[config.mk]
export PLATFORM = sky130hd
export DESIGN_NAME = agsa_ctrl
export DESIGN_NICKNAME = d
export VERILOG_FILES = /design/src/hdl/agsa_pkg.sv /design/src/hdl/agsa_ctrl.sv
export SDC_FILE = /design/constraint.sdc
export NUM_CORES = 1
export LEC_CHECK = 0
export BUFFER_PORTS_ARGS = -buffer_cell sky130_fd_sc_hd__buf_2
export CORE_AREA = 2 2 95 97
export DETAILED_ROUTE_END_ITERATION = 6
export DIE_AREA = 0 0 97 99
export HOLD_SLACK_MARGIN = 0.12
export PLACE_DENSITY = 0.75
export SYNTH_ARGS = -nofsm -noshare
export SYNTH_HDL_FRONTEND = slang
export SYNTH_SLANG_ARGS = --single-unit
[constraint.sdc]
create_clock -name clk -period 4.6 [get_ports clk]
set_input_delay 0.92 -clock clk [delete_from_list [all_inputs] [get_ports clk]]
set_output_delay 0.92 -clock clk [all_outputs]
set_load 0.01 [all_outputs]
[src/hdl/agsa_pkg.sv]
// shared types and constants for the argmax gradient scatter-add block
// used by every module under hdl; depends on nothing else
`default_nettype none

package agsa_pkg;

	// store geometry and value format
	localparam int STORE_DEPTH = 4096;
	localparam int VALUE_BITS  = 32;
	localparam int ADDR_W      = $clog2(STORE_DEPTH);

	// field widths
	localparam int MODE_W     = 2;
	localparam int GRAD_W     = 32;
	localparam int OFF_W      = 12;
	localparam int CNT_W      = 12;
	localparam int CFG_W      = 13;
	localparam int CFG_IDX_W  = 2;
	localparam int OUT_W      = 32;
	localparam int EPOCH_W    = 4;

	// adder width covers both operands plus a carry
	localparam int SUM_W = ((VALUE_BITS > GRAD_W) ? VALUE_BITS : GRAD_W) + 1;
	// batch times plane size plus offset
	localparam int TGT_W = CNT_W + CFG_W + 1;

	// transaction modes
	localparam logic [MODE_W-1:0] MODE_CLEAR = 2'd0;
	localparam logic [MODE_W-1:0] MODE_ACC   = 2'd1;
	localparam logic [MODE_W-1:0] MODE_READ  = 2'd2;

	// configuration register indexes
	localparam logic [CFG_IDX_W-1:0] CFG_X_PLANE  = 2'd0;
	localparam logic [CFG_IDX_W-1:0] CFG_DY_PLANE = 2'd1;
	localparam logic [CFG_IDX_W-1:0] CFG_BATCH    = 2'd2;

	// epoch tags: zero marks a swept entry, live epochs run first..last
	localparam logic [EPOCH_W-1:0] EPOCH_FIRST = EPOCH_W'(1);
	localparam logic [EPOCH_W-1:0] EPOCH_LAST  = '1;

	// saturation bounds in adder width
	localparam logic signed [SUM_W-1:0] VAL_MAX =
		SUM_W'((64'sd1 <<< (VALUE_BITS - 1)) - 64'sd1);
	localparam logic signed [SUM_W-1:0] VAL_MIN = -VAL_MAX - SUM_W'(1);
	localparam logic signed [SUM_W-1:0] OUT_MAX =
		SUM_W'((64'sd1 <<< (OUT_W - 1)) - 64'sd1);
	localparam logic signed [SUM_W-1:0] OUT_MIN = -OUT_MAX - SUM_W'(1);

	typedef logic [EPOCH_W-1:0] epoch_t;

	typedef struct packed {
		logic [CFG_W-1:0] x_plane_elems;
		logic [CFG_W-1:0] dy_plane_elems;
		logic [CFG_W-1:0] batch_count;
	} cfg_t;

	// one store word: epoch tag and accumulated value
	typedef struct packed {
		epoch_t                tag;
		logic [VALUE_BITS-1:0] value;
	} word_t;

	// accepted transaction with the counter snapshot
	typedef struct packed {
		logic              valid;
		logic [MODE_W-1:0] mode;
		logic [GRAD_W-1:0] grad;
		logic [OFF_W-1:0]  offset;
		logic [OFF_W-1:0]  read_address;
		logic [CNT_W-1:0]  batch;
		epoch_t            epoch;
	} item_t;

	// transaction after address resolution
	typedef struct packed {
		logic              valid;
		logic [MODE_W-1:0] mode;
		logic [GRAD_W-1:0] grad;
		logic [ADDR_W-1:0] addr;
		logic              hit_ok;
		epoch_t            epoch;
	} stage_t;

	// store write request
	typedef struct packed {
		logic              en;
		logic [ADDR_W-1:0] addr;
		word_t             word;
	} wr_t;

	// control from the sequencer to the datapath
	typedef struct packed {
		logic              hold;
		epoch_t            epoch;
		logic              sweep_we;
		logic [ADDR_W-1:0] sweep_addr;
	} ctrl_t;

endpackage

`default_nettype wire

[src/hdl/agsa_ctrl.sv]
// configuration registers, plane and batch counters, epoch and sweep sequencer
// depends on agsa_pkg
`default_nettype none

module agsa_ctrl import agsa_pkg::*; (
	input  logic                 clk,
	input  logic                 arst_n,
	input  logic                 cfg_we,
	input  logic [CFG_IDX_W-1:0] cfg_index,
	input  logic [CFG_W-1:0]     cfg_data,
	input  logic                 accept,
	input  logic [MODE_W-1:0]    mode,
	input  logic                 pipe_busy,
	output cfg_t                 cfg,
	output logic [CNT_W-1:0]     batch,
	output ctrl_t                ctrl
);

	localparam logic [1:0] ST_RUN   = 2'd0;
	localparam logic [1:0] ST_DRAIN = 2'd1;
	localparam logic [1:0] ST_SWEEP = 2'd2;

	localparam logic [CFG_W-1:0]  DY_LIMIT   = CFG_W'(1 << CNT_W);
	localparam logic [CNT_W-1:0]  CNT_MAX    = '1;
	localparam logic [ADDR_W-1:0] SWEEP_LAST = ADDR_W'(STORE_DEPTH - 1);

	cfg_t              cfg_q;
	logic [CNT_W-1:0]  pos_q;
	logic [CNT_W-1:0]  batch_q;
	epoch_t            epoch_q;
	logic [1:0]        state_q;
	logic [ADDR_W-1:0] sweep_addr_q;
	logic [CFG_W-1:0]  len_eff;
	logic [CFG_W-1:0]  pos_inc;
	logic              pos_wrap;

	// configuration writes
	always_ff @(posedge clk or negedge arst_n) begin
		if (!arst_n) begin
			cfg_q.x_plane_elems  <= CFG_W'(1);
			cfg_q.dy_plane_elems <= CFG_W'(1);
			cfg_q.batch_count    <= CFG_W'(1);
		end else if (cfg_we) begin
			case (cfg_index)
				CFG_X_PLANE:  cfg_q.x_plane_elems  <= cfg_data;
				CFG_DY_PLANE: cfg_q.dy_plane_elems <= cfg_data;
				CFG_BATCH:    cfg_q.batch_count    <= cfg_data;
				default: ;
			endcase
		end
	end

	// dy plane length clamped to one..counter range
	always_comb begin
		if (cfg_q.dy_plane_elems == '0) begin
			len_eff = CFG_W'(1);
		end else if (cfg_q.dy_plane_elems > DY_LIMIT) begin
			len_eff = DY_LIMIT;
		end else begin
			len_eff = cfg_q.dy_plane_elems;
		end
	end

	assign pos_inc  = CFG_W'(pos_q) + CFG_W'(1);
	assign pos_wrap = (pos_inc >= len_eff);

	// plane position and batch number follow accepted transactions
	always_ff @(posedge clk or negedge arst_n) begin
		if (!arst_n) begin
			pos_q   <= '0;
			batch_q <= '0;
		end else if (accept) begin
			case (mode)
				MODE_CLEAR: begin
					pos_q   <= '0;
					batch_q <= '0;
				end
				MODE_ACC: begin
					if (pos_wrap) begin
						pos_q <= '0;
						if (batch_q != CNT_MAX) begin
							batch_q <= batch_q + CNT_W'(1);
						end
					end else begin
						pos_q <= pos_inc[CNT_W-1:0];
					end
				end
				default: ;
			endcase
		end
	end

	// epoch advance on clear; tag space exhausted -> drain then sweep
	always_ff @(posedge clk or negedge arst_n) begin
		if (!arst_n) begin
			state_q      <= ST_SWEEP;
			epoch_q      <= EPOCH_FIRST;
			sweep_addr_q <= '0;
		end else begin
			case (state_q)
				ST_RUN: begin
					if (accept && mode == MODE_CLEAR) begin
						if (epoch_q == EPOCH_LAST) begin
							state_q <= ST_DRAIN;
						end else begin
							epoch_q <= epoch_q + EPOCH_W'(1);
						end
					end
				end
				ST_DRAIN: begin
					if (!pipe_busy) begin
						state_q      <= ST_SWEEP;
						sweep_addr_q <= '0;
					end
				end
				ST_SWEEP: begin
					if (sweep_addr_q == SWEEP_LAST) begin
						state_q <= ST_RUN;
						epoch_q <= EPOCH_FIRST;
					end else begin
						sweep_addr_q <= sweep_addr_q + ADDR_W'(1);
					end
				end
				default: state_q <= ST_RUN;
			endcase
		end
	end

	assign cfg             = cfg_q;
	assign batch           = batch_q;
	assign ctrl.hold       = (state_q != ST_RUN);
	assign ctrl.epoch      = epoch_q;
	assign ctrl.sweep_we   = (state_q == ST_SWEEP);
	assign ctrl.sweep_addr = sweep_addr_q;

`ifndef ASSERT_OFF
	// the sweep owns the write port only with the pipeline empty
	a_sweep_drained: assert property (@(posedge clk) disable iff (!arst_n)
		(state_q == ST_SWEEP) |-> !pipe_busy)
		else $error("sweep running with transactions in flight");
`endif

endmodule

`default_nettype wire

# --- After elaboration in Yosys (flattened, before gate mapping) ---
# Index checks and enable logic that the tools add are counted.
op_classes:
  addsub: 4
  n_div: 0
  shift: 0
  n_mul: 0
  n_reduce_logical: 17
  muxes: 19
  bitwise_logic: 0
  magnitude_cmp: 2
  n_eq_ne: 16
op_table:
  columns: ["cell", "count"]
  rows:
  - ["case mux 12 bit (2 select lines)", 3]
  - ["2-to-1 mux 12 bit", 5]
  - ["2-to-1 mux 13 bit", 2]
  - ["adder 12 x 1 -> 12 bit (second input constant)", 2]
  - ["!= test 2 bit (second input constant)", 7]
  - ["adder 12 x 1 -> 13 bit (second input constant)", 1]
  - [">= comparator 13 bit", 1]
  - ["greater-than comparator 13 bit (second input constant)", 1]
  - ["zero test 13 bit", 1]
  - ["equality test 12 bit (second input constant)", 1]
  - ["2-to-1 mux 4 bit", 3]
  - ["!= test 12 bit (second input constant)", 1]
  - ["AND reduction 4 bit", 3]
  - ["2-to-1 mux 2 bit", 4]
  - ["case mux 4 bit (2 select lines)", 1]
  - ["AND reduction 2 bit", 4]
  - ["nonzero test 2 bit", 4]
  - ["equality test 2 x 1 -> 1 bit (second input constant)", 3]
  - ["zero test 2 bit", 3]
  - ["case mux 2 bit (3 select lines)", 1]
  - ["adder 4 x 1 -> 4 bit (second input constant)", 1]
  - ["equality test 2 bit (second input constant)", 2]
  - ["equality test 4 bit (second input constant)", 1]
  - ["AND reduction 3 bit", 1]
  - ["other kinds (2)", 2]
totals:
  ram_bits: 0
  word_cells: 66
  inputBits: 22
  latch_bits: 0
  romBits: 0
  n_memories: 0
  ff_bits: 81
  output_inout_bits: 69

# --- Longest topological paths before layout ---
depth:
  ltp_word: 6
  depth_mapped: 13

# --- Least setup slack after synthesis ---
# OpenSTA, ideal clock, no wires.
synth_path:
  kind: "register to register"
  startpoint: "reg pos_q[0]"
  endpoint: "reg batch_q[3] (netlist: batch[3])"
  period_less_slack_ps: 2774
  setup_time_ps: 95
  required_time_ps: 4505
  stages_incl_launch_ff: 13
  t_arrival_ps: 2679
  path_slack_ps: 1826
  path_buffers: 1
  cell_sequence: "dfrtp_1 > and3_1 > and3_1 > and4_1 > xor2_1 > ha_1 > a21o_1 > a2111oi_2 > a311oi_2 > buf_6 > o21ai_0 > o21ai_1 > o31ai_1"
synth_via:
  elab_chain_cells: 4
synth_lines:
  columns: ["item", "line_no", "source"]
  rows:
  - ["start, declared", "agsa_ctrl.sv:28", "logic [CNT_W-1:0] pos_q;"]
  - ["start signal, assigned", "agsa_ctrl.sv:85", "pos_q <= pos_inc[CNT_W-1:0];"]
  - ["adder 12 x 1 -> 13 bit", "agsa_ctrl.sv:64", "assign pos_inc = CFG_W'(pos_q) + CFG_W'(1);"]
  - [">= comparator 13 bit", "agsa_ctrl.sv:65", "assign pos_wrap = (pos_inc >= len_eff);"]
  - ["!= test 2 bit (no source line)", null, null]
  - ["AND reduction 4 bit (no source line)", null, null]
  - ["end signal, assigned", "agsa_ctrl.sv:82", "batch_q <= batch_q + CNT_W'(1);"]
  - ["end, declared", "agsa_ctrl.sv:29", "logic [CNT_W-1:0] batch_q;"]
# Every way passes these cells.
# A chain may end at the register's enable or synchronous reset.

# --- Final worst setup path ---
layout_path:
  startpoint: "reg pos_q[0]"
  endpoint: "reg batch_q[9] (netlist: batch[9])"
# The elaborated chain is that of the path after synthesis.

==> flow_summary.yaml <==
global_route:
  grt_max_degree: 82
  grt_usage: 0.194
  grt_pass1_wl_mm: 15.4
  antenna_found_initial: 0
  gr-total-overflow: 0
  grt_pass1_vias: 3262
timing:
  final_max_slew_viol_count: 0
  finalHoldViolations: 0
  slew-limit-headroom: 0.302
  hold_ws_ns: 0.506
  clock_skew_ns: 0.0104
  period_needed_ns: 3.62
  setup_slack_ns: 0.984
  finalSetupViolCount: 0
  post-route-period-util: 0.786
  rsz0062_at_grt: "false"
  worst_slew_pin_slew_ns: 1.04
  setup_tns_ns: 0
  fmax_mhz: 277
clocking:
  clk_pin_slew_ns: 0.08
  cts_tree: "yes"
  ctsHoldBuffers: 0
  cts_buffers: 9
  clkLatencyLatePin_ns: 0.36
  post-cts-setup-buffers: 0
  cts-root-buf: "clkbuf_8"
  ctsLongestPathBuffers: 2
  cts.htree.levels: 3
  clkSinkCount: 81
  post_cts_resized: 0
floorplan:
  die_y_um: 99
  rows: 34
  io_pins: 91
  die-area_um2: 9600
  die_w_um: 97
  start_util: 0.492
  core_um2: 8550
synthesis:
  synth-async-reset-ratio: 1.00
  yosysTopAreaCell: "dfrtp_1"
  yosysUniqueCellTypes: 60
  synthTopCellsByCount: "dfrtp_1, nand2_1, mux2_2"
  synth.area.top_cells: "dfrtp_1, mux2_2, nand2_1"
  yosysMostFrequentCell: "dfrtp_1"
  synth-seq-cells: 81
  yosysTopAreaCellShare: 0.453
  synth_edf_count: 0
  synthCells: 395
  avgSynthCellArea_um2: 10.6
  synth_area_um2: 4200
  yosysSeqAreaShare: 0.484
  ys_warn_count: 0
  synth_flop_cell: "dfrtp_1"
  synth_fp_nets: 434
worst_setup_path:
  start_kind: "flip-flop"
  critical_path_class: "reg2reg"
  critical_path_required_ns: 4.85
  arrival_ns: 3.86
  cp_max_fo: 12
  endpoint_kind: "flip-flop"
power:
  leakage_nw: 2.26
  total_power_mw: 2.23
  powerDensity_nw_per_um2: 452
  peakVddDrop_v: 0.000280
route:
  drt_pre_antenna_iters: 5
  drc: 0
  dr_total_vias: 3309
  drt_wl_total_mm: 9.08
  viasPerCell: 5.55
  ant_nets: 0
  drtIter0Drc: 163
  detail_route.wl_per_cell_um: 15.2
layout:
  fillers: 725
  layout-drive-gt1-share: 0.344
  seqCellArea_um2: 2030
  fin_nets: 522
  n_antenna_cell: 0
  multi_input_area_um2: 2070
  areaGrowthSynthToFinish_pct: 17.0
placement:
  post-place-ws_ns: 1.06
  place_congestion: 0.842
  port_buffers: 90
  place_hpwl_mm: 6.51
run:
  max-cap-violations: 0
worst_hold_path:
  hold_path.class: "reg2reg"
outcome:
  status: "finished clean"
worst max-delay path, cell delays in order (launching register included):
cell	delay [ns]
dfrtp_1	0.43
ha_1	0.25
nand3_1	0.13
nor2_1	0.25
nand2_1	0.17
xnor2_1	0.16
ha_1	0.31
o2111a_2	0.20
a2111oi_2	0.07
a311oi_2	0.73
nand3b_2	0.40
o41ai_1	0.39
cell usage in the layout, fill, tap and decap left out, types with 3 or more instances in the layout:
master,n
o21ai_0,25
inv_1,5
clkbuf_8,10
o21ai_1,6
nand3b_1,3
dfrtp_1,76
and4_1,3
o31ai_1,6
nand2b_1,3
nand2_1,58
nor2_1,26
dfstp_2,5
and3_1,6
nor3b_1,4
nor3_1,5
mux2_2,39
nand4_1,6
ha_1,17
nor4_1,3
xor2_1,10
xnor2_1,12
buf_2,89
a21o_1,3
nand3_1,18
a21oi_1,4
layout make-up:
cell class / count / share of cell area
timing repair buffer: 91 / 0.0936
multi-input combinational: 295 / 0.420
tap: 108 / 0.0275
clock buffer: 10 / 0.0280
sequential: 81 / 0.413
inverter: 5 / 0.00382
clock inverter: 6 / 0.0137
registers in the layout, summed over array words and instances, names as in the netlist:
signal and count:
batch 12, epoch_q 4, state_q 2, pos_q 12, cfg 39, sweep_addr_q 12
report_power, final:
part	total [mW]	leakage, nW	switching (mW)	internal [mW]
combinational	0.660	1.17	0.354	0.306
sequential	1.03	0.996	0.161	0.866
clock	0.538	0.0985	0.272	0.266
cell families after synthesis:
kind of cell / synth area share
AOI/OAI and AO/OA: 0.110
xor gates and xnor gates: 0.0458
adders and majority gates: 0.0506
buffers and inverters: 0.0259
DFF: 0.484
muxes: 0.109
and+or+nand+nor: 0.175
path summary, 6_finish.rpt:
kind	from	end	slack (ns)	depth (start not counted)
worst max-delay path	pos_q[0]	batch[9]	0.98	11
worst min-delay path	cfg[29]	cfg[29]	0.51	1
worst max register to register	pos_q[0]	batch[9]	0.98	11
worst min register to register	cfg[29]	cfg[29]	0.51	1
max in group asynchronous	arst_n	cfg[18]	3.22	1
min in group asynchronous	arst_n	sweep_addr_q[9]	0.72	1
metal layers:
layer | up-vias | wire [um] | track usage
met5 | - | 0 | 0
met4 | 0 | 188 | 0.0780
met3 | 17 | 423 | 0.0404
met2 | 72 | 4370 | 0.316
met1 | 1625 | 4100 | 0.256
li1 | 1595 | - | -
stage by stage:
stage | utilization | instance area (um2) | std cells
2_1_floorplan | - | 4200 | 395
3_3_place_gp | 0.551 | 4710 | 580
3_5_place_dp | 0.551 | 4710 | 580
4_1_cts | 0.575 | 4920 | 596
5_1_grt | 0.575 | 4920 | 596
6_report | 0.575 | 4920 | 596
Note: power is estimated with default switching activity, not from simulation.
