==> config.mk <==
export PLATFORM = sky130hd
export DESIGN_NAME = agsa_merge
export DESIGN_NICKNAME = d
export VERILOG_FILES = /design/src/hdl/agsa_pkg.sv /design/src/hdl/agsa_merge.sv
export SDC_FILE = /design/constraint.sdc
export NUM_CORES = 1
export LEC_CHECK = 0
export BUFFER_PORTS_ARGS = -buffer_cell sky130_fd_sc_hd__buf_2
export CORE_AREA = 3 3 132 134
export CTS_BUF_LIST = sky130_fd_sc_hd__clkbuf_4 sky130_fd_sc_hd__clkbuf_8
export DETAILED_ROUTE_END_ITERATION = 10
export DIE_AREA = 0 0 135 137
export PLACE_DENSITY = 0.69
export SLEW_MARGIN = 20
export SYNTH_ARGS = -nofsm -noshare
export SYNTH_HDL_FRONTEND = slang
export SYNTH_SLANG_ARGS = --single-unit
export TNS_END_PERCENT = 50
==> constraint.sdc <==
create_clock -name clk -period 7.4 [get_ports clk]
set_input_delay 0.37 -clock clk [delete_from_list [all_inputs] [get_ports clk]]
set_output_delay 0.37 -clock clk [all_outputs]
set_load 0.1 [all_outputs]
==> src/hdl/agsa_pkg.sv <==
// shared types and constants for the argmax gradient scatter-add block
// used by every module under hdl; depends on nothing else
`default_nettype none

package agsa_pkg;

	// store geometry and value format
	localparam int STORE_DEPTH = 4096;
	localparam int VALUE_BITS  = 32;
	localparam int ADDR_W      = $clog2(STORE_DEPTH);

	// field widths
	localparam int MODE_W     = 2;
	localparam int GRAD_W     = 32;
	localparam int OFF_W      = 12;
	localparam int CNT_W      = 12;
	localparam int CFG_W      = 13;
	localparam int CFG_IDX_W  = 2;
	localparam int OUT_W      = 32;
	localparam int EPOCH_W    = 4;

	// adder width covers both operands plus a carry
	localparam int SUM_W = ((VALUE_BITS > GRAD_W) ? VALUE_BITS : GRAD_W) + 1;
	// batch times plane size plus offset
	localparam int TGT_W = CNT_W + CFG_W + 1;

	// transaction modes
	localparam logic [MODE_W-1:0] MODE_CLEAR = 2'd0;
	localparam logic [MODE_W-1:0] MODE_ACC   = 2'd1;
	localparam logic [MODE_W-1:0] MODE_READ  = 2'd2;

	// configuration register indexes
	localparam logic [CFG_IDX_W-1:0] CFG_X_PLANE  = 2'd0;
	localparam logic [CFG_IDX_W-1:0] CFG_DY_PLANE = 2'd1;
	localparam logic [CFG_IDX_W-1:0] CFG_BATCH    = 2'd2;

	// epoch tags: zero marks a swept entry, live epochs run first..last
	localparam logic [EPOCH_W-1:0] EPOCH_FIRST = EPOCH_W'(1);
	localparam logic [EPOCH_W-1:0] EPOCH_LAST  = '1;

	// saturation bounds in adder width
	localparam logic signed [SUM_W-1:0] VAL_MAX =
		SUM_W'((64'sd1 <<< (VALUE_BITS - 1)) - 64'sd1);
	localparam logic signed [SUM_W-1:0] VAL_MIN = -VAL_MAX - SUM_W'(1);
	localparam logic signed [SUM_W-1:0] OUT_MAX =
		SUM_W'((64'sd1 <<< (OUT_W - 1)) - 64'sd1);
	localparam logic signed [SUM_W-1:0] OUT_MIN = -OUT_MAX - SUM_W'(1);

	typedef logic [EPOCH_W-1:0] epoch_t;

	typedef struct packed {
		logic [CFG_W-1:0] x_plane_elems;
		logic [CFG_W-1:0] dy_plane_elems;
		logic [CFG_W-1:0] batch_count;
	} cfg_t;

	// one store word: epoch tag and accumulated value
	typedef struct packed {
		epoch_t                tag;
		logic [VALUE_BITS-1:0] value;
	} word_t;

	// accepted transaction with the counter snapshot
	typedef struct packed {
		logic              valid;
		logic [MODE_W-1:0] mode;
		logic [GRAD_W-1:0] grad;
		logic [OFF_W-1:0]  offset;
		logic [OFF_W-1:0]  read_address;
		logic [CNT_W-1:0]  batch;
		epoch_t            epoch;
	} item_t;

	// transaction after address resolution
	typedef struct packed {
		logic              valid;
		logic [MODE_W-1:0] mode;
		logic [GRAD_W-1:0] grad;
		logic [ADDR_W-1:0] addr;
		logic              hit_ok;
		epoch_t            epoch;
	} stage_t;

	// store write request
	typedef struct packed {
		logic              en;
		logic [ADDR_W-1:0] addr;
		word_t             word;
	} wr_t;

	// control from the sequencer to the datapath
	typedef struct packed {
		logic              hold;
		epoch_t            epoch;
		logic              sweep_we;
		logic [ADDR_W-1:0] sweep_addr;
	} ctrl_t;

endpackage

`default_nettype wire

==> src/hdl/agsa_merge.sv <==
// second stage: forwarding, saturating add, write-back, drop flag, result register
// depends on agsa_pkg
`default_nettype none

module agsa_merge import agsa_pkg::*; (
	input  logic                  clk,
	input  logic                  arst_n,
	input  stage_t                stage_s2,
	input  word_t                 rd_data,
	input  logic                  flush,
	input  logic                  out_stall,
	output logic                  adv,
	output wr_t                   wr,
	output logic                  out_valid,
	output logic signed [OUT_W-1:0] read_value,
	output logic                  dropped_seen
);

	logic                  fwd_valid_q;
	logic [ADDR_W-1:0]     fwd_addr_q;
	word_t                 fwd_word_q;
	logic                  drop_flag_q;
	logic                  out_valid_q;
	logic [OUT_W-1:0]      read_value_q;
	logic                  dropped_seen_q;
	word_t                 cur_word;
	logic                  entry_ok;
	logic signed [SUM_W-1:0] cur_ext;
	logic signed [SUM_W-1:0] grad_ext;
	logic signed [SUM_W-1:0] sum;
	logic signed [SUM_W-1:0] sum_sat;
	logic signed [SUM_W-1:0] rd_clamp;
	logic                  is_acc;
	logic                  is_read;

	assign is_acc  = stage_s2.valid && (stage_s2.mode == MODE_ACC);
	assign is_read = stage_s2.valid && (stage_s2.mode == MODE_READ);

	// pipeline holds only while a read result cannot leave
	assign adv = !(out_valid_q && out_stall && is_read);

	// newest write wins over the store read data
	always_comb begin
		if (fwd_valid_q && fwd_addr_q == stage_s2.addr) begin
			cur_word = fwd_word_q;
		end else begin
			cur_word = rd_data;
		end
		entry_ok = stage_s2.hit_ok && (cur_word.tag == stage_s2.epoch);
		if (entry_ok) begin
			cur_ext = {{(SUM_W - VALUE_BITS){cur_word.value[VALUE_BITS-1]}}, cur_word.value};
		end else begin
			cur_ext = '0;
		end
		grad_ext = {{(SUM_W - GRAD_W){stage_s2.grad[GRAD_W-1]}}, stage_s2.grad};
		sum      = cur_ext + grad_ext;
	end

	// clamp the sum to the value range and the read to the port range
	always_comb begin
		if (sum > VAL_MAX) begin
			sum_sat = VAL_MAX;
		end else if (sum < VAL_MIN) begin
			sum_sat = VAL_MIN;
		end else begin
			sum_sat = sum;
		end
		if (cur_ext > OUT_MAX) begin
			rd_clamp = OUT_MAX;
		end else if (cur_ext < OUT_MIN) begin
			rd_clamp = OUT_MIN;
		end else begin
			rd_clamp = cur_ext;
		end
	end

	// write-back of an accepted accumulate
	always_comb begin
		wr.en         = adv && is_acc && stage_s2.hit_ok;
		wr.addr       = stage_s2.addr;
		wr.word.tag   = stage_s2.epoch;
		wr.word.value = sum_sat[VALUE_BITS-1:0];
	end

	// forwarding register tracks the last write
	always_ff @(posedge clk or negedge arst_n) begin
		if (!arst_n) begin
			fwd_valid_q <= 1'b0;
			fwd_addr_q  <= '0;
			fwd_word_q  <= '0;
		end else if (flush) begin
			fwd_valid_q <= 1'b0;
		end else if (wr.en) begin
			fwd_valid_q <= 1'b1;
			fwd_addr_q  <= wr.addr;
			fwd_word_q  <= wr.word;
		end
	end

	// sticky drop flag
	always_ff @(posedge clk or negedge arst_n) begin
		if (!arst_n) begin
			drop_flag_q <= 1'b0;
		end else if (adv && stage_s2.valid) begin
			if (stage_s2.mode == MODE_CLEAR) begin
				drop_flag_q <= 1'b0;
			end else if (is_acc && !stage_s2.hit_ok) begin
				drop_flag_q <= 1'b1;
			end
		end
	end

	// result register
	always_ff @(posedge clk or negedge arst_n) begin
		if (!arst_n) begin
			out_valid_q    <= 1'b0;
			read_value_q   <= '0;
			dropped_seen_q <= 1'b0;
		end else if (adv && is_read) begin
			out_valid_q    <= 1'b1;
			read_value_q   <= rd_clamp[OUT_W-1:0];
			dropped_seen_q <= drop_flag_q;
		end else if (!out_stall) begin
			out_valid_q <= 1'b0;
		end
	end

	assign out_valid    = out_valid_q;
	assign read_value   = read_value_q;
	assign dropped_seen = dropped_seen_q;

`ifndef ASSERT_OFF
	// tag zero is reserved for swept entries
	a_live_tag: assert property (@(posedge clk) disable iff (!arst_n)
		wr.en |-> (wr.word.tag != '0))
		else $error("store write with the swept tag");

	// the flag only rises from a dropped accumulate
	a_drop_cause: assert property (@(posedge clk) disable iff (!arst_n)
		$rose(drop_flag_q) |-> $past(adv && is_acc && !stage_s2.hit_ok))
		else $error("drop flag set without a dropped accumulate");
`endif

endmodule

`default_nettype wire

==> Word level (Yosys, flattened, before mapping) <==
Index checks and enable logic that the tools add are counted.
{ "totals": {"register_bits": 84, "latch_bits": 0, "mem_bits_rw": 0, "romBits": 0, "inputBits": 92, "out_inout_bits": 84, "wordCells": 49, "mem_count": 0} }
{ "classes": {"n_addsub": 1, "n_mul": 0, "div_mod_pow": 0, "order_cmp": 4, "eq_ne": 5, "n_shift": 0, "mux": 12, "n_bitwise": 1, "reduce_logical": 18} }
{ "ops": {"columns": ["op", "count"], "rows": [
  ["2-to-1 mux 32 bit", 4],
  ["greater-than comparator 33 x 32 -> 1 bit (second input constant)", 2],
  ["< comparator 33 x 32 -> 1 bit (second input constant)", 2],
  ["2-to-1 mux 36 bit", 1],
  ["adder 33 x 32 -> 33 bit", 1],
  ["2-to-1 mux 33 bit", 1],
  ["equality test 12 bit", 1],
  ["logical AND 1 bit", 11],
  ["2-to-1 mux 1 bit", 6],
  ["equality test 4 bit", 1],
  ["AND reduction 2 bit", 2],
  ["nonzero test 2 bit", 2],
  ["equality test 2 x 1 -> 1 bit (second input constant)", 1],
  ["equality test 2 bit (second input constant)", 1],
  ["logical NOT 1 bit", 2],
  ["logical NOT 2 bit", 1],
  ["inequality test 2 x 1 -> 1 bit (second input constant)", 1],
  ["NOT 1 bit", 1]
]} }

==> Depth between registers and ports, before layout <==
Gate-level depths: netlist (run 1).
{ "logic_depth": {"word_depth": 10, "ltp_mapped": 28, "depth_no_buf": 23} }

==> Least setup slack after synthesis (run 1) <==
OpenSTA, ideal clock, no wires.
{ "synth_path": {"path_kind": "in2reg", "start": "input port stage_s2[9] in the netlist's numbering", "end": "register fwd_word_q[19] in the netlist's numbering", "setup_time_ps": 81, "t_arrival_ps": 7596, "required_time_ps": 7319, "path_slack_ps": -277, "path_stages": 25, "path_buffers": 4, "cell_sequence": "xnor2_1 -> nand4_1 -> nor4_4 -> mux2i_1 -> xor2_1 -> nand3_1 -> buf_2 -> clkbuf_1 -> buf_1 -> nor2_1 -> ha_1 -> a21o_1 -> a21oi_1 -> nor2b_1 -> o21ai_0 -> a21oi_1 -> nand2_1 -> o31a_1 -> and3_1 -> o31ai_4 -> a31o_2 -> a211oi_2 -> buf_2 -> o31ai_1 -> mux2_2"} }
{ "synth_rtl": {"columns": ["item", "line_no", "text"], "rows": [
  ["start, declared", "agsa_merge.sv:8", "input stage_t stage_s2,"],
  ["end signal, assigned", "agsa_merge.sv:96", "fwd_word_q <= wr.word;"],
  ["end, declared", "agsa_merge.sv:21", "word_t fwd_word_q;"]
]} }

==> results of run 1 <==
-- stage by stage --
| step | instance area, µm² | std cells | worst slack, ps |
|---|---|---|---|
| 5_1_grt | 7650 | 1108 | 8.07 |
| 4_1_cts | 7630 | 1107 | 160 |
| 3_3_place_gp | 7420 | 1090 | 663 |
| 6_report | 7650 | 1108 | 476 |
| 3_5_place_dp | 7420 | 1090 | 458 |
| 2_1_floorplan | 6460 | 740 | 161 |
-- per-layer routing --
layer  GRT usage [%]  wire [µm]  vias to the layer above  part of all wire, %
li1                -          -                     2939                    -
met1            27.2       8620                     2789                   45
met2            33.3       8790                      193                   46
met3            3.90       1310                       17                  6.9
met4            5.60        226                        4                  1.2
met5               0         23                        -                 0.12
-- final timing paths --
| kind | to | slack (ps) | cells after the start |
|---|---|---|---|
| max | wr[8] | 480 | 24 |
| min in group asynchronous | read_value[16] | 400 | 2 |
| min | fwd_valid_q | 200 | 2 |
| min reg2reg | read_value[27] | 480 | 2 |
| max in group asynchronous | fwd_word_q[22] | 5850 | 3 |
| max reg2reg | fwd_word_q[26] | 1160 | 24 |
-- critical path: cells and delay by family (launching register included) --
family	cells	cell delay (ps)
buf+inv	2	570
xor+xnor	1	260
simple gates	7	1500
flops	1	390
fa+ha+maj	4	1410
compound gates	10	2030
-- registers in the layout (all words and copies together) (netlist names) --
| register | count |
|---|---|
| drop_flag_q | 1 |
| fwd_addr_q | 12 |
| dropped_seen | 1 |
| fwd_valid_q | 1 |
| fwd_word_q | 36 |
| out_valid | 1 |
| read_value | 32 |
-- area by class of cell --
class	instances	area, µm²	area share (%)
tap	220	275	3.60
clock inverter	6	63.8	0.834
multi-input combinational	589	4040	52.8
clock buffer	10	131	1.72
sequential	84	2100	27.5
timing repair buffer	188	997	13.0
inverter	11	41.3	0.539
-- power groups by stage --
| stage | sequential (mW) | clock (mW) | combinational, mW |
|---|---|---|---|
| finish | 0.576 | 0.342 | 0.492 |
| global route | 0.585 | 0.372 | 0.527 |
| CTS | 0.576 | 0.354 | 0.493 |
| detailed placement | 0.585 | 0 | 0.491 |
| global placement | 0.583 | 0 | 0.487 |
| floorplan | 0.614 | 0 | 0.350 |
-- placed cells by master (no fill, tap or decap), drive strengths merged, types with 5 or more instances in the layout --
| cell type | netlist | layout |
|---|---|---|
| buf | 34 | 186 |
| nand2 | 91 | 91 |
| dfrtp | 84 | 84 |
| nor2 | 75 | 75 |
| a21oi | 52 | 52 |
| mux2 | 39 | 39 |
| o21ai | 38 | 38 |
| xnor2 | 37 | 37 |
| o31ai | 35 | 35 |
| mux2i | 33 | 33 |
| ha | 23 | 23 |
| a21o | 20 | 20 |
| nor3 | 14 | 14 |
| nand3 | 12 | 12 |
| inv | 11 | 12 |
| clkbuf | 22 | 11 |
| nand2b | 10 | 10 |
| and2 | 10 | 10 |
| a31oi | 9 | 9 |
| xor2 | 7 | 7 |
| nand4 | 6 | 6 |
| a211oi | 6 | 6 |
| or2 | 5 | 5 |
| and3 | 5 | 5 |
| maj3 | 5 | 5 |
-- cells by family after synthesis --
kind of cell	count (synthesis)
adder cells (fa/ha/maj)	29
flip-flops	84
XOR/XNOR	44
AND/OR/NAND/NOR	243
buffers and inverters	67
AO/OA/AOI/OAI	201
multiplexers	72
-- what timing repair did --
item,4_1_cts,5_1_grt
endpoints found under the hold margin,18,0
setup endpoints to repair,0,25
setup buffers,0,1
gates resized for setup,0,5
hold buffers,1,0
==> run metrics, run 1 <==
outcome complete, no violations; CTS tree yes; Avg Synthesized Cell Area 8.72 µm²; gr usage total between 20% and 30%; share of Yosys cell area claimed by the top area cell type roughly 33%; fraction of the yosys area taken by sequential cells between 30% and 40%; Post-synth ARST share 100%; skew final 12.8 ps; Tot Pwr 1.41 mW; crit-path cells xnor2_1 > nand4_1 > nor4_2 > a211oi_1 > or2_2 > nand3_2 > nor2_1 > ha_1 > fa_1 > a21o_1 > a21oi_1 > nand2b_1 > a21oi_1 > maj3_1 > maj3_1 > a211oi_1 > a21o_1 > o31a_1 > o21ai_4 > a31oi_2 > a2bb2oi_2 > buf_6 > nand2_1 > buf_2; synth top area cells dfrtp_1, mux2_2, nand2_1; Finish-stage setup viols 0; core area between 0.015 and 0.02 mm²; mux share of post-synthesis cell area between 10% and 20%; ANT cells 0; H-Tree Depth 3; Net Count, Synth between 800 and 900; Post-DP HPWL 14.3 mm; type of the worst min-delay path in -> reg; post-synthesis compound-gate area fraction around 21%; power per cell area between 150 and 200 mW/mm²; IO Port Bufs roughly 180; ys flop type dfrtp_1; Startpoint Class flop; FF+latch count, synth between 80 and 90; row cnt 47; RSZ-0062 raised after global routing no; drt wl/cell 17.1 µm; DIE HEIGHT approximately 140 µm; Arr. time, crit path ~6600 ps; Req. time, crit path ~7000 ps; cell taking the most area after synthesis dfrtp_1; clock slew at reported path FFs roughly 90 ps; first-pass GRT wire length just under 30 mm; Hold Path Origin flush; Slew Limit Fails 0; Mapped Cells 740; Clock Power Share around a quarter; worst skew pair latency around 380 ps; CP max stage delay between 400 and 500 ps; final wirelength about 19 mm; post-synthesis cell area approximately 0.0065 mm²; Simple-Gate Fraction of Synth Area about 17%; fraction of layout cells with a size suffix above 1 a little under a third; area share of fa/ha/maj cells after synthesis ~5.5%; P&R area growth vs syn 18.6%; Worst R2R Start fwd_addr_q[9]; CTS buffer count 9; initial core utilization just under 40%; # nets final about 1000; Worst path slowest cell fa_1; Leak Pwr around 3.6 nW; Antenna Nets Post-Route 0; via count 5942; most frequent cells after synthesis nand2_1, dfrtp_1, nor2_1; largest net degree at the start of global routing between 60 and 70; DR vias/cell 5.36; Peak VDD IR roughly 0.089 mV; slew at the pin closest to its max-slew limit ~950 ps; Die X roughly 140 µm; Psw between 0.5 and 0.6 mW; Clock Sinks 84; synthesis warning total 0; Distinct cells, synth between 60 and 70; sequential power share 40.8%; post-synthesis xor/xnor area fraction 5.97%; hold slack ~200 ps; final core occ between 40 and 50%; Sw Ratio about 41%; initial antenna violation count 2; max-slew headroom at the worst pin ~37%; most frequent cell after synthesis nand2_1; Detailed Routing Iterations Pass 1 5; crit path launch fwd_addr_q[9]; Clock Tree Buf Depth 2; io pins around 180; max frequency approximately 140 MHz; largest family of logic cells by synthesized area compound AO/OA/AOI/OAI gates; final hold violation count 0; total of max-cap violations 0; DRC errors left 0; post-layout min period a little under 7000 ps; fin crit share 93.6%; vias in the first global route around 5600; Logic pwr share 34.9%; fillers 1622; gpl congestion 0.892; Setup TNS 0 ps; internal power approximately 0.84 mW; grt ovf 0; Die ar. approximately 0.018 mm²; DR iter-0 viols roughly 340; CP max FO 23; Crit. End Element output pin; number of synthesized flops with an enable pin 0; CTS root buffer clkbuf_8; kind of critical path reg -> out
No activity file was read; power rests on OpenSTA's default activity.
==> run 2: changes to the inputs <==
==> constraint.sdc (replaced) <==
create_clock -name clk -period 7.4 [get_ports clk]
set_input_delay 1.11 -clock clk [delete_from_list [all_inputs] [get_ports clk]]
set_output_delay 1.11 -clock clk [all_outputs]
set_load 0.02 [all_outputs]
==> run metrics, run 2 (synthesis gave the netlist of run 1 again) <==
vias in the first global route a little over 6000; register area between 0.002 and 0.0025 mm²; fin crit share between 90% and 100%; io pins roughly 180; Peak VDD IR between 0.09 and 0.1 mV; cell area after placement approximately 0.008 mm²; Leak Pwr about 4.0 nW; outcome complete, no violations; # nets final approximately 1100; max frequency approximately 140 MHz; core area roughly 0.016 mm²; type of the worst min-delay path reg -> reg; DIE HEIGHT about 140 µm; gpl congestion about 0.9; max-slew headroom at the worst pin 52.6%; reg2reg setup slack 1950 ps; kind of critical path in -> out; CTS root buffer clkbuf_8; clock slew at reported path FFs roughly 80 ps; R2R cell count 25; post-layout min period 7180 ps; DR iter-0 viols approximately 400; CP max FO 8; final hold violation count 0; worst hold stages 2; Die X between 100 and 150 µm; hold slack between 400 and 500 ps; Crit. End Element output pin; H-Tree Depth 3; Clock Sinks 84; final core occ roughly half; fraction of layout cells with a size suffix above 1 about two fifths; skew final approximately 15 ps; largest net degree at the start of global routing 52; Slew Limit Fails 0; worst skew pair latency 390 ps; fillers between 1500 and 2000; Detailed Routing Iterations Pass 1 5; most frequent cells in the layout buf_2, dfrtp_1, nand2_1; via count roughly 6300; final wirelength 20.0 mm; Largest register FFs 36; Finished Cell Area between 0.008 and 0.009 mm²; slew at the pin closest to its max-slew limit 691 ps; leading cell type in the layout, fill and taps excluded buf_2; area of the multi-input gates 0.00427 mm²; Finish-stage setup viols 0; Reg with most FFs fwd_word_q; grt ovf 0; initial core utilization 39.4%; CTS tree yes; power per cell area roughly 160 mW/mm²; Clock Tree Buf Depth 2; DRC errors left 0; Post-CTS Hold Buffers 0; Post-DP HPWL ~15 mm; row cnt 47; Antenna Nets Post-Route 0; Arr. time, crit path just over 6000 ps; IO Port Bufs about 180; total of max-cap violations 0; CTS buffer count 9; gr usage total between 20% and 30%; P&R area growth vs syn 30.7%; first-pass GRT wire length about 30 mm; DR vias/cell roughly 5.4; initial antenna violation count 0; drt wl/cell 17.2 µm; Startpoint Class input pin; Die ar. roughly 0.018 mm²; Req. time, crit path 6290 ps
-- run 2: cell types whose count changed in the layout (fill, tap and decap cells not counted), moves of 3 or more --
cell / before / now
buf_2: 173 / 167
o21ai_1: 18 / 11
xnor2_1: 37 / 32
a21oi_2: 0 / 3
o21ai_2: 0 / 9
nand2_1: 90 / 80
nand2_2: 1 / 11
a21oi_1: 52 / 48
xnor2_2: 0 / 5
buf_4: 11 / 72
-- run 2: area by class of cell --
type	count	area share, %
clock buffers	11	1.72
clock inverters	5	1.01
well taps	220	3.26
multi-input cells	589	50.6
repair buffers	247	18.0
inverters	11	0.489
flip-flops and latches	84	24.9
diodes	1	0.0297
-- run 2: path summary, 6_finish.rpt --
check | start | end
max | stage_s2[14] | wr[22]
min | read_value[11] | read_value[11]
max reg2reg | fwd_addr_q[11] | fwd_word_q[15]
min reg2reg | read_value[11] | read_value[11]
max in group asynchronous | arst_n | fwd_word_q[12]
min in group asynchronous | arst_n | fwd_addr_q[8]
-- run 2: worst max-delay path, cell delays in order --
cell and delay, ps:
buf_2 130, xnor2_2 150, nand4_1 160, nor4_4 350, mux2i_1 300, xor2_1 310, nand3_4 150, nor2_1 160
ha_2 220, fa_2 220, a21o_1 130, a21oi_2 60, nand2b_4 160, a21oi_4 180, maj3_2 210, maj3_2 200
a211oi_2 50, a21o_1 180, o31a_1 320, o21ai_4 220, a31oi_4 150, buf_6 140, a31o_4 310, o31ai_4 290
buf_4 190
-- run 2: report_power, final --
group | leakage [nW] | total [mW] | switching (mW) | internal [mW]
combinational | 2.81 | 0.371 | 0.198 | 0.173
clock | 0.113 | 0.388 | 0.184 | 0.204
sequential | 1.07 | 0.578 | 0.0480 | 0.530
total | 3.99 | 1.34 | 0.430 | 0.907
-- run 2: routing by layer --
layer	track usage (%)	share of wire (%)
met3	2.10	4.4
met4	8.23	2.5
met2	35.6	48
met1	27.3	45
met5	0	0
-- run 2: through the flow --
| stage | std cells | power [mW] | TNS [ps] | setup slack, ps |
|---|---|---|---|---|
| finish | 1168 | 1.34 | 0 | 216 |
| global route | 1167 | 1.41 | -702 | -59.5 |
| CTS | 1154 | 1.33 | -2.88 | -2.88 |
| detailed placement | 1135 | 0.939 | -3300 | -178 |
| global placement | 1135 | 0.930 | -537 | -56.9 |
| floorplan | 740 | 0.810 | -43.0 | -4.30 |
-- run 2: timing repair --
action | CTS | global route
setup buffers | 3 | 11
pin swaps | 4 | 21
resized for setup | 1 | 50
endpoints found under the setup margin | 31 | 32
cloned | 0 | 2
